### config.mk
export PLATFORM = sky130hd
export DESIGN_NAME = gcd_lcm_by_prime_factors
export DESIGN_NICKNAME = d
export VERILOG_FILES = /design/src/hw/rtl/gcdl_pkg.sv /design/src/hw/rtl/gcdl_front.sv /design/src/hw/rtl/gcdl_back.sv /design/src/hw/rtl/gcd_lcm_by_prime_factors.sv
export SDC_FILE = /design/constraint.sdc
export NUM_CORES = 2
export LEC_CHECK = 0
export BUFFER_PORTS_ARGS = -buffer_cell sky130_fd_sc_hd__buf_4
export CAP_MARGIN = 20
export CORE_MARGIN = 2
export CORE_UTILIZATION = 30
export DETAILED_ROUTE_END_ITERATION = 7
export GPL_ROUTABILITY_DRIVEN = 1
export PLACE_DENSITY = 0.5
export SKIP_LAST_GASP = 1
export SLEW_MARGIN = 10
export SYNTH_ARGS = -nofsm -noshare
export SYNTH_HDL_FRONTEND = slang
export SYNTH_HIERARCHICAL = 1
export SYNTH_SLANG_ARGS = --single-unit
export TNS_END_PERCENT = 5
### constraint.sdc
create_clock -name clk -period 29.9 [get_ports clk]
set_input_delay 1.495 -clock clk [delete_from_list [all_inputs] [get_ports clk]]
set_output_delay 1.495 -clock clk [all_outputs]
set_load 0.1 [all_outputs]
### src/hw/rtl/gcdl_pkg.sv
// Package of the gcd/lcm block: widths, prime table, status codes, item type.
package gcdl_pkg;

    localparam int VAL_W            = 31;
    localparam int PRIME_W          = 9;
    localparam int PROD_W           = VAL_W + PRIME_W;
    localparam int PRIME_TABLE_SIZE = 64;
    localparam int NUM_PRIMES_DEF   = 25;

    localparam logic [VAL_W-1:0] VAL_MAX = {VAL_W{1'b1}};

    localparam logic [PRIME_W-1:0] PRIME_TAB [PRIME_TABLE_SIZE] = '{
        9'd2,   9'd3,   9'd5,   9'd7,   9'd11,  9'd13,  9'd17,  9'd19,
        9'd23,  9'd29,  9'd31,  9'd37,  9'd41,  9'd43,  9'd47,  9'd53,
        9'd59,  9'd61,  9'd67,  9'd71,  9'd73,  9'd79,  9'd83,  9'd89,
        9'd97,  9'd101, 9'd103, 9'd107, 9'd109, 9'd113, 9'd127, 9'd131,
        9'd137, 9'd139, 9'd149, 9'd151, 9'd157, 9'd163, 9'd167, 9'd173,
        9'd179, 9'd181, 9'd191, 9'd193, 9'd197, 9'd199, 9'd211, 9'd223,
        9'd227, 9'd229, 9'd233, 9'd239, 9'd241, 9'd251, 9'd257, 9'd263,
        9'd269, 9'd271, 9'd277, 9'd281, 9'd283, 9'd293, 9'd307, 9'd311
    };

    typedef enum logic [1:0] {
        ST_OK        = 2'd0,
        ST_ZERO      = 2'd1,
        ST_BIG_PRIME = 2'd2,
        ST_OVERFLOW  = 2'd3
    } status_t;

    typedef struct packed {
        logic [VAL_W-1:0] a;
        logic [VAL_W-1:0] b;
        logic             zero;
    } item_t;

    // Inverse of an odd constant modulo 2^32 (Newton steps, 3 -> 96 good bits).
    function automatic logic [31:0] inv_of(input logic [31:0] p);
        logic [31:0] x;
        x = p;
        for (int k = 0; k < 5; k++)
        begin
            x = x * (32'd2 - p * x);
        end
        return x;
    endfunction

    // Largest 32-bit quotient of a multiple of p: (2^32 - 1) / p, shift-subtract.
    function automatic logic [31:0] lim_of(input logic [31:0] p);
        logic [32:0] rem;
        logic [31:0] q;
        rem = '0;
        q   = '0;
        for (int k = 31; k >= 0; k--)
        begin
            rem = {rem[31:0], 1'b1};
            if (rem >= {1'b0, p})
            begin
                rem  = rem - {1'b0, p};
                q[k] = 1'b1;
            end
        end
        return q;
    endfunction

endpackage

### src/hw/rtl/gcdl_front.sv
// Front end: accept operand pairs, flag zero operands, hold them in a two-beat queue.
module gcdl_front
    import gcdl_pkg::*;
(
    input  logic             clk,
    input  logic             rst_n,
    input  logic             push,
    output logic             full,
    input  logic [VAL_W-1:0] a_value,
    input  logic [VAL_W-1:0] b_value,
    output logic             q_valid,
    output item_t            q_item,
    input  logic             q_take
);

    item_t       slot_reg [2];
    logic        wr_ptr_reg;
    logic        wr_ptr_next;
    logic        rd_ptr_reg;
    logic        rd_ptr_next;
    logic [1:0]  cnt_reg;
    logic [1:0]  cnt_next;
    logic        wr_en;
    logic        rd_en;
    item_t       new_item;

    assign full    = (cnt_reg == 2'd2);
    assign q_valid = (cnt_reg != 2'd0);
    assign q_item  = slot_reg[rd_ptr_reg];

    assign wr_en = push && !full;
    assign rd_en = q_take && q_valid;

    // Classify on entry: a zero operand skips the factoring engine.
    always_comb
    begin
        new_item.a    = a_value;
        new_item.b    = b_value;
        new_item.zero = (a_value == '0) || (b_value == '0);
    end

    always_comb
    begin
        wr_ptr_next = wr_en ? ~wr_ptr_reg : wr_ptr_reg;
        rd_ptr_next = rd_en ? ~rd_ptr_reg : rd_ptr_reg;
        cnt_next    = cnt_reg;
        if (wr_en && !rd_en)
        begin
            cnt_next = cnt_reg + 2'd1;
        end
        else if (rd_en && !wr_en)
        begin
            cnt_next = cnt_reg - 2'd1;
        end
    end

    always_ff @(posedge clk or negedge rst_n)
    begin
        if (!rst_n)
        begin
            wr_ptr_reg <= 1'b0;
            rd_ptr_reg <= 1'b0;
            cnt_reg    <= 2'd0;
        end
        else
        begin
            wr_ptr_reg <= wr_ptr_next;
            rd_ptr_reg <= rd_ptr_next;
            cnt_reg    <= cnt_next;
        end
    end

    always_ff @(posedge clk)
    begin
        if (wr_en)
        begin
            slot_reg[wr_ptr_reg] <= new_item;
        end
    end

endmodule

### src/hw/rtl/gcdl_back.sv
// Back end: lockstep trial division of both operands, gcd/lcm build-up, result register.
module gcdl_back
    import gcdl_pkg::*;
#(
    parameter int NUM_PRIMES = NUM_PRIMES_DEF
)
(
    input  logic             clk,
    input  logic             rst_n,
    input  logic             q_valid,
    input  item_t            q_item,
    output logic             q_take,
    output logic             empty,
    input  logic             pop,
    output logic [VAL_W-1:0] gcd_value,
    output logic [VAL_W-1:0] lcm_value,
    output logic [1:0]       status
);

    localparam int IDX_W = (NUM_PRIMES > 1) ? $clog2(NUM_PRIMES) : 1;
    localparam logic [IDX_W-1:0] IDX_LAST = IDX_W'(NUM_PRIMES - 1);

    typedef enum logic [3:0] {
        S_IDLE = 4'b0001,
        S_MUL  = 4'b0010,
        S_CHK  = 4'b0100,
        S_DONE = 4'b1000
    } state_t;

    logic [PRIME_W-1:0] prime_tab [NUM_PRIMES];
    logic [31:0]        inv_tab   [NUM_PRIMES];
    logic [31:0]        lim_tab   [NUM_PRIMES];

    for (genvar gi = 0; gi < NUM_PRIMES; gi++)
    begin : g_tab
        localparam logic [31:0] INV = inv_of(32'(PRIME_TAB[gi]));
        localparam logic [31:0] LIM = lim_of(32'(PRIME_TAB[gi]));
        assign prime_tab[gi] = PRIME_TAB[gi];
        assign inv_tab[gi]   = INV;
        assign lim_tab[gi]   = LIM;
    end

    state_t             state_reg, state_next;
    logic [IDX_W-1:0]   idx_reg, idx_next;
    logic [VAL_W-1:0]   va_reg, va_next;
    logic [VAL_W-1:0]   vb_reg, vb_next;
    logic [VAL_W-1:0]   g_reg, g_next;
    logic [VAL_W-1:0]   l_reg, l_next;
    logic               ovf_reg, ovf_next;
    logic [31:0]        qa_reg, qa_next;
    logic [31:0]        qb_reg, qb_next;
    logic [PROD_W-1:0]  gp_reg, gp_next;
    logic [PROD_W-1:0]  lp_reg, lp_next;
    status_t            res_st_reg, res_st_next;
    logic [VAL_W-1:0]   res_g_reg, res_g_next;
    logic [VAL_W-1:0]   res_l_reg, res_l_next;
    logic               out_valid_reg, out_valid_next;
    status_t            out_st_reg, out_st_next;
    logic [VAL_W-1:0]   out_g_reg, out_g_next;
    logic [VAL_W-1:0]   out_l_reg, out_l_next;

    logic [PRIME_W-1:0] prime;
    logic [31:0]        inv;
    logic [31:0]        lim;
    logic               is_two;
    logic               da;
    logic               db;
    logic               both_one;

    assign prime    = prime_tab[idx_reg];
    assign inv      = inv_tab[idx_reg];
    assign lim      = lim_tab[idx_reg];
    assign is_two   = (idx_reg == '0);
    // Odd primes: p divides v exactly when v * p^-1 mod 2^32 stays at or below the limit.
    assign da       = is_two ? ~va_reg[0] : (qa_reg <= lim);
    assign db       = is_two ? ~vb_reg[0] : (qb_reg <= lim);
    assign both_one = (va_reg == VAL_W'(1)) && (vb_reg == VAL_W'(1));

    assign empty     = !out_valid_reg;
    assign gcd_value = out_g_reg;
    assign lcm_value = out_l_reg;
    assign status    = out_st_reg;

    always_comb
    begin
        state_next     = state_reg;
        idx_next       = idx_reg;
        va_next        = va_reg;
        vb_next        = vb_reg;
        g_next         = g_reg;
        l_next         = l_reg;
        ovf_next       = ovf_reg;
        qa_next        = qa_reg;
        qb_next        = qb_reg;
        gp_next        = gp_reg;
        lp_next        = lp_reg;
        res_st_next    = res_st_reg;
        res_g_next     = res_g_reg;
        res_l_next     = res_l_reg;
        out_st_next    = out_st_reg;
        out_g_next     = out_g_reg;
        out_l_next     = out_l_reg;
        out_valid_next = out_valid_reg;
        q_take         = 1'b0;

        if (pop && out_valid_reg)
        begin
            out_valid_next = 1'b0;
        end

        unique case (state_reg)
            S_IDLE:
            begin
                if (q_valid)
                begin
                    q_take = 1'b1;
                    if (q_item.zero)
                    begin
                        res_st_next = ST_ZERO;
                        res_g_next  = '0;
                        res_l_next  = '0;
                        state_next  = S_DONE;
                    end
                    else
                    begin
                        va_next    = q_item.a;
                        vb_next    = q_item.b;
                        g_next     = VAL_W'(1);
                        l_next     = VAL_W'(1);
                        ovf_next   = 1'b0;
                        idx_next   = '0;
                        state_next = S_MUL;
                    end
                end
            end
            S_MUL:
            begin
                qa_next    = is_two ? {2'b00, va_reg[VAL_W-1:1]} : 32'({1'b0, va_reg} * inv);
                qb_next    = is_two ? {2'b00, vb_reg[VAL_W-1:1]} : 32'({1'b0, vb_reg} * inv);
                gp_next    = PROD_W'(g_reg) * PROD_W'(prime);
                lp_next    = PROD_W'(l_reg) * PROD_W'(prime);
                state_next = S_CHK;
            end
            S_CHK:
            begin
                if (both_one)
                begin
                    // Fully factored: lcm overflow decides the status.
                    res_st_next = ovf_reg ? ST_OVERFLOW : ST_OK;
                    res_g_next  = ovf_reg ? '0 : g_reg;
                    res_l_next  = ovf_reg ? '0 : l_reg;
                    state_next  = S_DONE;
                end
                else if (da || db)
                begin
                    if (da)
                    begin
                        va_next = qa_reg[VAL_W-1:0];
                    end
                    if (db)
                    begin
                        vb_next = qb_reg[VAL_W-1:0];
                    end
                    // Both divisible raises the smaller exponent, hence the gcd.
                    if (da && db)
                    begin
                        g_next = gp_reg[VAL_W-1:0];
                    end
                    if (!ovf_reg)
                    begin
                        if (lp_reg > PROD_W'(VAL_MAX))
                        begin
                            ovf_next = 1'b1;
                        end
                        else
                        begin
                            l_next = lp_reg[VAL_W-1:0];
                        end
                    end
                    state_next = S_MUL;
                end
                else if (idx_reg == IDX_LAST)
                begin
                    // Residue left over after the last prime.
                    res_st_next = ST_BIG_PRIME;
                    res_g_next  = '0;
                    res_l_next  = '0;
                    state_next  = S_DONE;
                end
                else
                begin
                    idx_next   = idx_reg + IDX_W'(1);
                    state_next = S_MUL;
                end
            end
            S_DONE:
            begin
                if (!out_valid_reg || pop)
                begin
                    out_valid_next = 1'b1;
                    out_st_next    = res_st_reg;
                    out_g_next     = res_g_reg;
                    out_l_next     = res_l_reg;
                    state_next     = S_IDLE;
                end
            end
            default:
            begin
                state_next = S_IDLE;
            end
        endcase
    end

    always_ff @(posedge clk or negedge rst_n)
    begin
        if (!rst_n)
        begin
            state_reg     <= S_IDLE;
            out_valid_reg <= 1'b0;
        end
        else
        begin
            state_reg     <= state_next;
            out_valid_reg <= out_valid_next;
        end
    end

    always_ff @(posedge clk)
    begin
        idx_reg    <= idx_next;
        va_reg     <= va_next;
        vb_reg     <= vb_next;
        g_reg      <= g_next;
        l_reg      <= l_next;
        ovf_reg    <= ovf_next;
        qa_reg     <= qa_next;
        qb_reg     <= qb_next;
        gp_reg     <= gp_next;
        lp_reg     <= lp_next;
        res_st_reg <= res_st_next;
        res_g_reg  <= res_g_next;
        res_l_reg  <= res_l_next;
        out_st_reg <= out_st_next;
        out_g_reg  <= out_g_next;
        out_l_reg  <= out_l_next;
    end

endmodule

### src/hw/rtl/gcd_lcm_by_prime_factors.sv
// Top level of the gcd/lcm block: front end, two-beat queue, factoring back end.
//
// Usage: write an operand pair (a_value, b_value) with push while full is low;
// each beat returns one result beat with gcd_value, lcm_value and status
// (ok, zero operand, prime factor above the table, lcm overflow); gcd and lcm
// read zero whenever status is not ok. Read the oldest result while empty is
// low and drop it with pop. Results come back in input order.
// Flow: a zero operand goes from the queue through the back end's idle and
// done states to the result port with no trial division. Otherwise the back
// end runs trial steps (a multiply by the modular inverse of the prime, then a
// check and update), with one step per prime tried plus one each time the
// prime divides one or both operands; it stops early once both operands are
// factored down to one.
// Throughput: one pair in flight in the back end; the front queue takes up to
// two more pairs, so push keeps going while the engine works.
// Reset: queue and result register come up empty, the engine idle; nothing else.
// Stall: when pop stays low, the result register holds its beat, the engine
// parks its next result, then the queue fills and full rises.
module gcd_lcm_by_prime_factors
    import gcdl_pkg::*;
#(
    parameter int NUM_PRIMES = NUM_PRIMES_DEF
)
(
    input  logic             clk,
    input  logic             rst_n,
    input  logic             push,
    output logic             full,
    input  logic [VAL_W-1:0] a_value,
    input  logic [VAL_W-1:0] b_value,
    output logic             empty,
    input  logic             pop,
    output logic [VAL_W-1:0] gcd_value,
    output logic [VAL_W-1:0] lcm_value,
    output logic [1:0]       status
);

    // Queue handoff between front and back.
    logic  q_valid;
    logic  q_take;
    item_t q_item;

    gcdl_front u_front (
        .clk     (clk),
        .rst_n   (rst_n),
        .push    (push),
        .full    (full),
        .a_value (a_value),
        .b_value (b_value),
        .q_valid (q_valid),
        .q_item  (q_item),
        .q_take  (q_take)
    );

    gcdl_back #(
        .NUM_PRIMES (NUM_PRIMES)
    ) u_back (
        .clk       (clk),
        .rst_n     (rst_n),
        .q_valid   (q_valid),
        .q_item    (q_item),
        .q_take    (q_take),
        .empty     (empty),
        .pop       (pop),
        .gcd_value (gcd_value),
        .lcm_value (lcm_value),
        .status    (status)
    );

endmodule

# Word level (Yosys, flattened, before mapping)
# Memory sizes are Yosys's and may differ from the RTL's.
# Index checks and enable logic that the tools add are counted.
[op_classes] add_sub_neg=3 n_mul=4 n_lt_le_gt_ge=4 eq_ne=23 mux=79 bitwise=5 n_reduce_logical=29
[op_table] op="two-way mux 31 bit" count=27
[op_table] op="case mux 31 bit (2 select lines)" count=6
[op_table] op="two-way mux 32 bit" count=4
[op_table] op="less-or-equal comparator 32 bit" count=2
[op_table] op="multiplier 31 x 32 -> 32 bit" count=2
[op_table] op="equality test 31 x 1 -> 1 bit (second input constant)" count=2
[op_table] op="zero test 31 bit" count=2
[op_table] op="two-way mux 30 bit" count=2
[op_table] op="> comparator 40 x 31 -> 1 bit (second input constant)" count=1
[op_table] op="multiplier 31 x 9 -> 40 bit" count=1
[op_table] op="multiplier 31 x 9 -> 31 bit" count=1
[op_table] op="two-way mux 5 bit" count=5
[op_table] op="two-way mux 4 bit" count=6
[op_table] op="AND reduction 6 bit" count=4
[op_table] op="two-way mux 9 bit" count=2
[op_table] op="two-way mux 2 bit" count=8
[op_table] op="!= test 2 bit (second input constant)" count=8
[op_table] op="case mux 4 bit (4 select lines)" count=1
[op_table] op="two-way mux 1 bit" count=15
[op_table] op="!= test 2 x 1 -> 1 bit (second input constant)" count=5
[op_table] op="case mux 5 bit (2 select lines)" count=1
[op_table] op="AND reduction 5 bit" count=2
[op_table] op="logical AND 1 bit" count=7
[op_table] op="AND reduction 7 bit" count=1
[op_table] op="21 further kinds" count=32
[totals] register_bits=402 ramBits=126 mem_bits_ro=2336 wordCells=174 mem_count=4
[memory_table] memory="(name not given)" words=32 width=32 rd=1 rd_ports_with_merged_regs=0 wr=0 line_no="gcdl_back.sv:72" source="assign lim = lim_tab[idx_reg];"
[memory_table] memory="(name not given)" words=32 width=32 rd=1 rd_ports_with_merged_regs=0 wr=0 line_no="gcdl_back.sv:71" source="assign inv = inv_tab[idx_reg];"
[memory_table] memory="(name not given)" words=32 width=9 rd=1 rd_ports_with_merged_regs=0 wr=0 line_no="gcdl_back.sv:70" source="assign prime = prime_tab[idx_reg];"
[memory_table] memory="u_front.slot_reg" words=2 width=63 rd=1 rd_ports_with_merged_regs=0 wr=1 line_no="gcdl_front.sv:16" source="item_t slot_reg [2];"

# Logic depth before layout (Yosys ltp)
[depth] word_depth=11 depth_mapped=36 mapped_depth_nobuf=31

# Cells and area by module
# The synthesis kept the hierarchy.
[by_module_without_submodules] mod="gcdl_back" instances=1 cells_per_inst=6274 area_each_um2=61537.8
[by_module_without_submodules] mod="gcdl_front" instances=1 cells_per_inst=236 area_each_um2=5172.5

# Least setup slack after synthesis
# OpenSTA, ideal clock, no wires.
[synth_path] path_type="reg2reg" from="reg u_back.state_reg[1]" to="reg u_back.state_reg[1]" t_arrival_ns=15.223 slack_ns=14.612 path_stages_with_launch=4 path_cell_list="dfrtp_1 > nor4b_1 > or3_1 > o21a_1"
[synth_between] elab_chain_cells=3
[synth_rtl] item="from (decl)" line_no="gcdl_back.sv:43" source="state_t state_reg, state_next;"
[synth_rtl] item="from (signal assigned)" line_no="gcdl_back.sv:223" source="state_reg <= state_next;"
[synth_rtl] item="equality test 4 bit / equality test 4 x 1 -> 1 bit (equally long branches)" line_no="gcdl_back.sv:111" source="unique case (state_reg)"
[synth_rtl] item="!= test 2 x 1 -> 1 bit (no line) / != test 2 bit (equally long branches)"
[synth_rtl] item="AND reduction 2 bit (no line)"
# Several ways; a longest one is shown, not always the timed one.
# A chain may end at the register's enable or synchronous reset.

# Worst setup path in the final report
[layout_path] from="reg u_back.idx_reg[2]" to="reg u_back.qa_reg[31], data pin"
[layout_between] elab_chain_cells=5
[layout_rtl] item="from (decl)" line_no="gcdl_back.sv:44" source="logic [IDX_W-1:0] idx_reg, idx_next;"
[layout_rtl] item="from (signal assigned)" line_no="gcdl_back.sv:230" source="idx_reg <= idx_next;"
[layout_rtl] item="NOT 5 -> 6 bit (implied by the code)" line_no="gcdl_back.sv:71"
[layout_rtl] item="memory (32 x 32 bit)"
[layout_rtl] item="two-way mux 32 bit (implied by the code) (2 in a row)" line_no="gcdl_back.sv:71"
[layout_rtl] item="multiplier 31 x 32 -> 32 bit" line_no="gcdl_back.sv:138" source="qa_next = is_two ? {2'b00, va_reg[VAL_W-1:1]} : 32'({1'b0, va_reg} * inv);"
[layout_rtl] item="to (signal assigned)" line_no="gcdl_back.sv:236" source="qa_reg <= qa_next;"
[layout_rtl] item="to (decl)" line_no="gcdl_back.sv:50" source="logic [31:0] qa_reg, qa_next;"
# Several ways; a longest one is shown, not always the timed one. The select of a mux whose other input is x is not followed.

==> flow_summary.toml <==
[run_status]
outcome = "finished, final reports clean"

[clocking]
clk_pin_slew_ns = 0.07
cts_buffers = 60
cts_tree = "yes"
clk_latency_ns = 0.72
clock_sinks = 527
ctsHoldBuffers = 0
htree_levels = 2
cts_setup_buffers = 0
cts_resized = 0
root_buffer = "clkbuf_16"
clockBufferDepth = 3

[timing]
fin_crit_ns = 10.39
rsz0062_at_grt = "no"
final-setup-viol-count = 0
finClkSkew_ns = 0.0523
setup_tns_ns = 0
max_freq_mhz = 96.3
finalHoldViolCount = 0
worstMarginPinSlew_ns = 1.20
slew_headroom_pct = 19.9
fin_crit_sh_pct = 34.7
drv_slew = 0

[yosys]
ys_seq_elements = 527
synth_cell_types = 96
synth_edf_count = 518
yosysMostFrequentCell = "fa_1"
synthTopCellsByArea = "fa_1, edfxtp_1, ha_1"
synthFlopType = "edfxtp_1"
syn-cell-area_um2 = 66700
yosysSeqAreaShare_pct = 23.7
synthCells = 6510
synth.top_cell.area_share_pct = 32.8
synth_common_cells = "fa_1, nand2_1, inv_1"
yosysWarningCount = 6
synth_nets = 8133
async_reset_ff_share_pct = 1.71
avgSynthCellArea_um2 = 10.2
synth.largest_area_cell = "fa_1"

[routing]
first_pass_iters = 8
viasPerCell = 4.84
drt-initial-drc-count = 3456
antenna_left = 0
drcViolationCount = 0
wl_mm = 202
wl_per_cell_um = 21.3
vias = 45993

[cells_and_area]
areaGrowthSynthToFinish_pct = 9.50
drive_above_1_share_pct = 7.10
multiInputGateArea_um2 = 46300
n_fill_cell = 22780
design_area_um2 = 73000
nets = 8090
regArea_um2 = 15800
largest_register_ffs = 126
fin_util_pct = 33.0
antenna_cells = 0
fin_cells = 9494

[worst_setup_path]
worstPathMaxFanout = 64
cp.required_ns = 30.31
endpoint_kind = "flop"
worstSetupPathType = "flop to flop"
critPathSlowestCell = "buf_4"
cp-start-kind = "flop"
path_buf_inv = 5
cpMostUsedCell = "fa_1"
slowest_delay_ns = 0.82
cp.arrival_ns = 10.79
cp_top_family = "adder cells"

[placed_design]
placed_area_um2 = 71000
dpl.hpwl_mm = 146
dp_cells = 9379
numPortBuffers = 131
place_congestion = 0.915

[floorplanning]
start_util_pct = 30.1
pin_count = 132
die_x_um = 476
core-area_um2 = 222000
dieHeight_um = 476
dieArea_um2 = 226000
rows = 173

[global_route]
grt_pass1_wl_mm = 314
grt_max_degree = 135
grt_pass1_vias = 49985
antenna_found_initial = 8
grt_usage_pct = 18.3
grt-ovfl-total = 0

[worst_hold_path]
min_path_type = "flop to flop"

[flow_run]
cap_violations = 0
## per-stage QoR
stage               hold slack (ns)  setup slack [ns]
floorplan                     0.400             14.61
global placement              0.401             19.55
detailed placement            0.405             19.56
CTS                           0.406             19.51
global route                  0.419             18.94
finish                        0.411             19.51
## final cells by class
type | instances | share of cell area, %
clock buffers | 71 | 2.11
clock inverters | 43 | 0.610
inverters | 908 | 4.67
multi-input cells | 4733 | 63.4
flip-flops and latches | 527 | 21.6
well taps | 2975 | 5.10
repair buffers | 237 | 2.51
## kinds of logic (layout without fill, tap and decap cells)
logic type | count (synthesis) | in the layout | synth area share [%]
and+or+nand+nor | 2316 | 2316 | 17.2
adders and majority gates | 1557 | 1557 | 41.5
buffers and inverters | 1250 | 1259 | 7.38
AOI/OAI and AO/OA | 557 | 557 | 5.43
DFF | 527 | 527 | 23.7
xor gates and xnor gates | 227 | 227 | 3.20
muxes | 76 | 76 | 1.59
## worst paths after layout
| check | from | endpoint | slack, ns | depth (start not counted) |
|---|---|---|---|---|
| hold / removal | u_back/res_g_reg[13]$_SDFFCE_PP0P_ | u_back/gcd_value[13]$_DFFE_PP_ | 0.41 | 0 |
| setup / recovery | u_back/idx_reg[2]$_SDFFCE_PN0P_ | u_back/qa_reg[31]$_SDFFCE_PP0N_ | 19.51 | 27 |
| hold reg to reg | u_back/res_g_reg[13]$_SDFFCE_PP0P_ | u_back/gcd_value[13]$_DFFE_PP_ | 0.41 | 0 |
| max in group asynchronous | rst_n | u_back/state_reg[0]$_DFFE_PN1P_ | 29.09 | 1 |
| min in group asynchronous | rst_n | u_back/state_reg[3]$_DFFE_PN0P_ | 0.59 | 1 |
| setup reg to reg | u_back/idx_reg[2]$_SDFFCE_PN0P_ | u_back/qa_reg[31]$_SDFFCE_PP0N_ | 19.51 | 27 |
## worst register-to-register path, cell delays in order (launching register included)
cell,delay [ns]
edfxtp_1,0.32
buf_4,0.38
buf_4,0.65
and2_1,0.31
o31a_2,0.65
buf_4,0.84
buf_4,0.67
nand2_1,0.16
fa_1,0.37
inv_1,0.08
fa_1,0.43
fa_1,0.54
fa_1,0.43
ha_1,0.29
ha_1,0.28
fa_1,0.51
fa_1,0.43
ha_1,0.35
a21oi_1,0.22
nand2_1,0.09
o41a_1,0.43
o21ai_0,0.33
a21oi_1,0.21
a211oi_1,0.35
o2111ai_1,0.24
o31ai_1,0.29
xnor2_1,0.16
nor2_1,0.06
## layout by cell type (no fill, tap or decap), types with 61 or more instances in the layout
| master | instances |
|---|---|
| inv_1 | 906 |
| and2_1 | 801 |
| xor2_1 | 64 |
| a21oi_1 | 153 |
| xnor2_1 | 152 |
| fa_1 | 1093 |
| nand2_1 | 1053 |
| edfxtp_1 | 518 |
| nor2_1 | 142 |
| o21ai_0 | 122 |
| clkbuf_16 | 61 |
| a21o_1 | 78 |
| nor2b_1 | 93 |
| ha_1 | 464 |
| buf_4 | 233 |
## routing by layer
metal / wire (µm) / global-route usage, % / part of all wire, % / vias to the layer above
met3: 12100 / 2.42 / 6.0 / 278
met1: 90100 / 25.5 / 45 / 23921
li1: - / - / - / 20393
met4: 5600 / 4.99 / 2.8 / 2
met5: 8 / 0 / 0.0040 / -
met2: 94200 / 29.6 / 47 / 1399
Power is not shown: default switching activity piles up to over one toggle a cycle in this logic, so the estimate is an artifact.
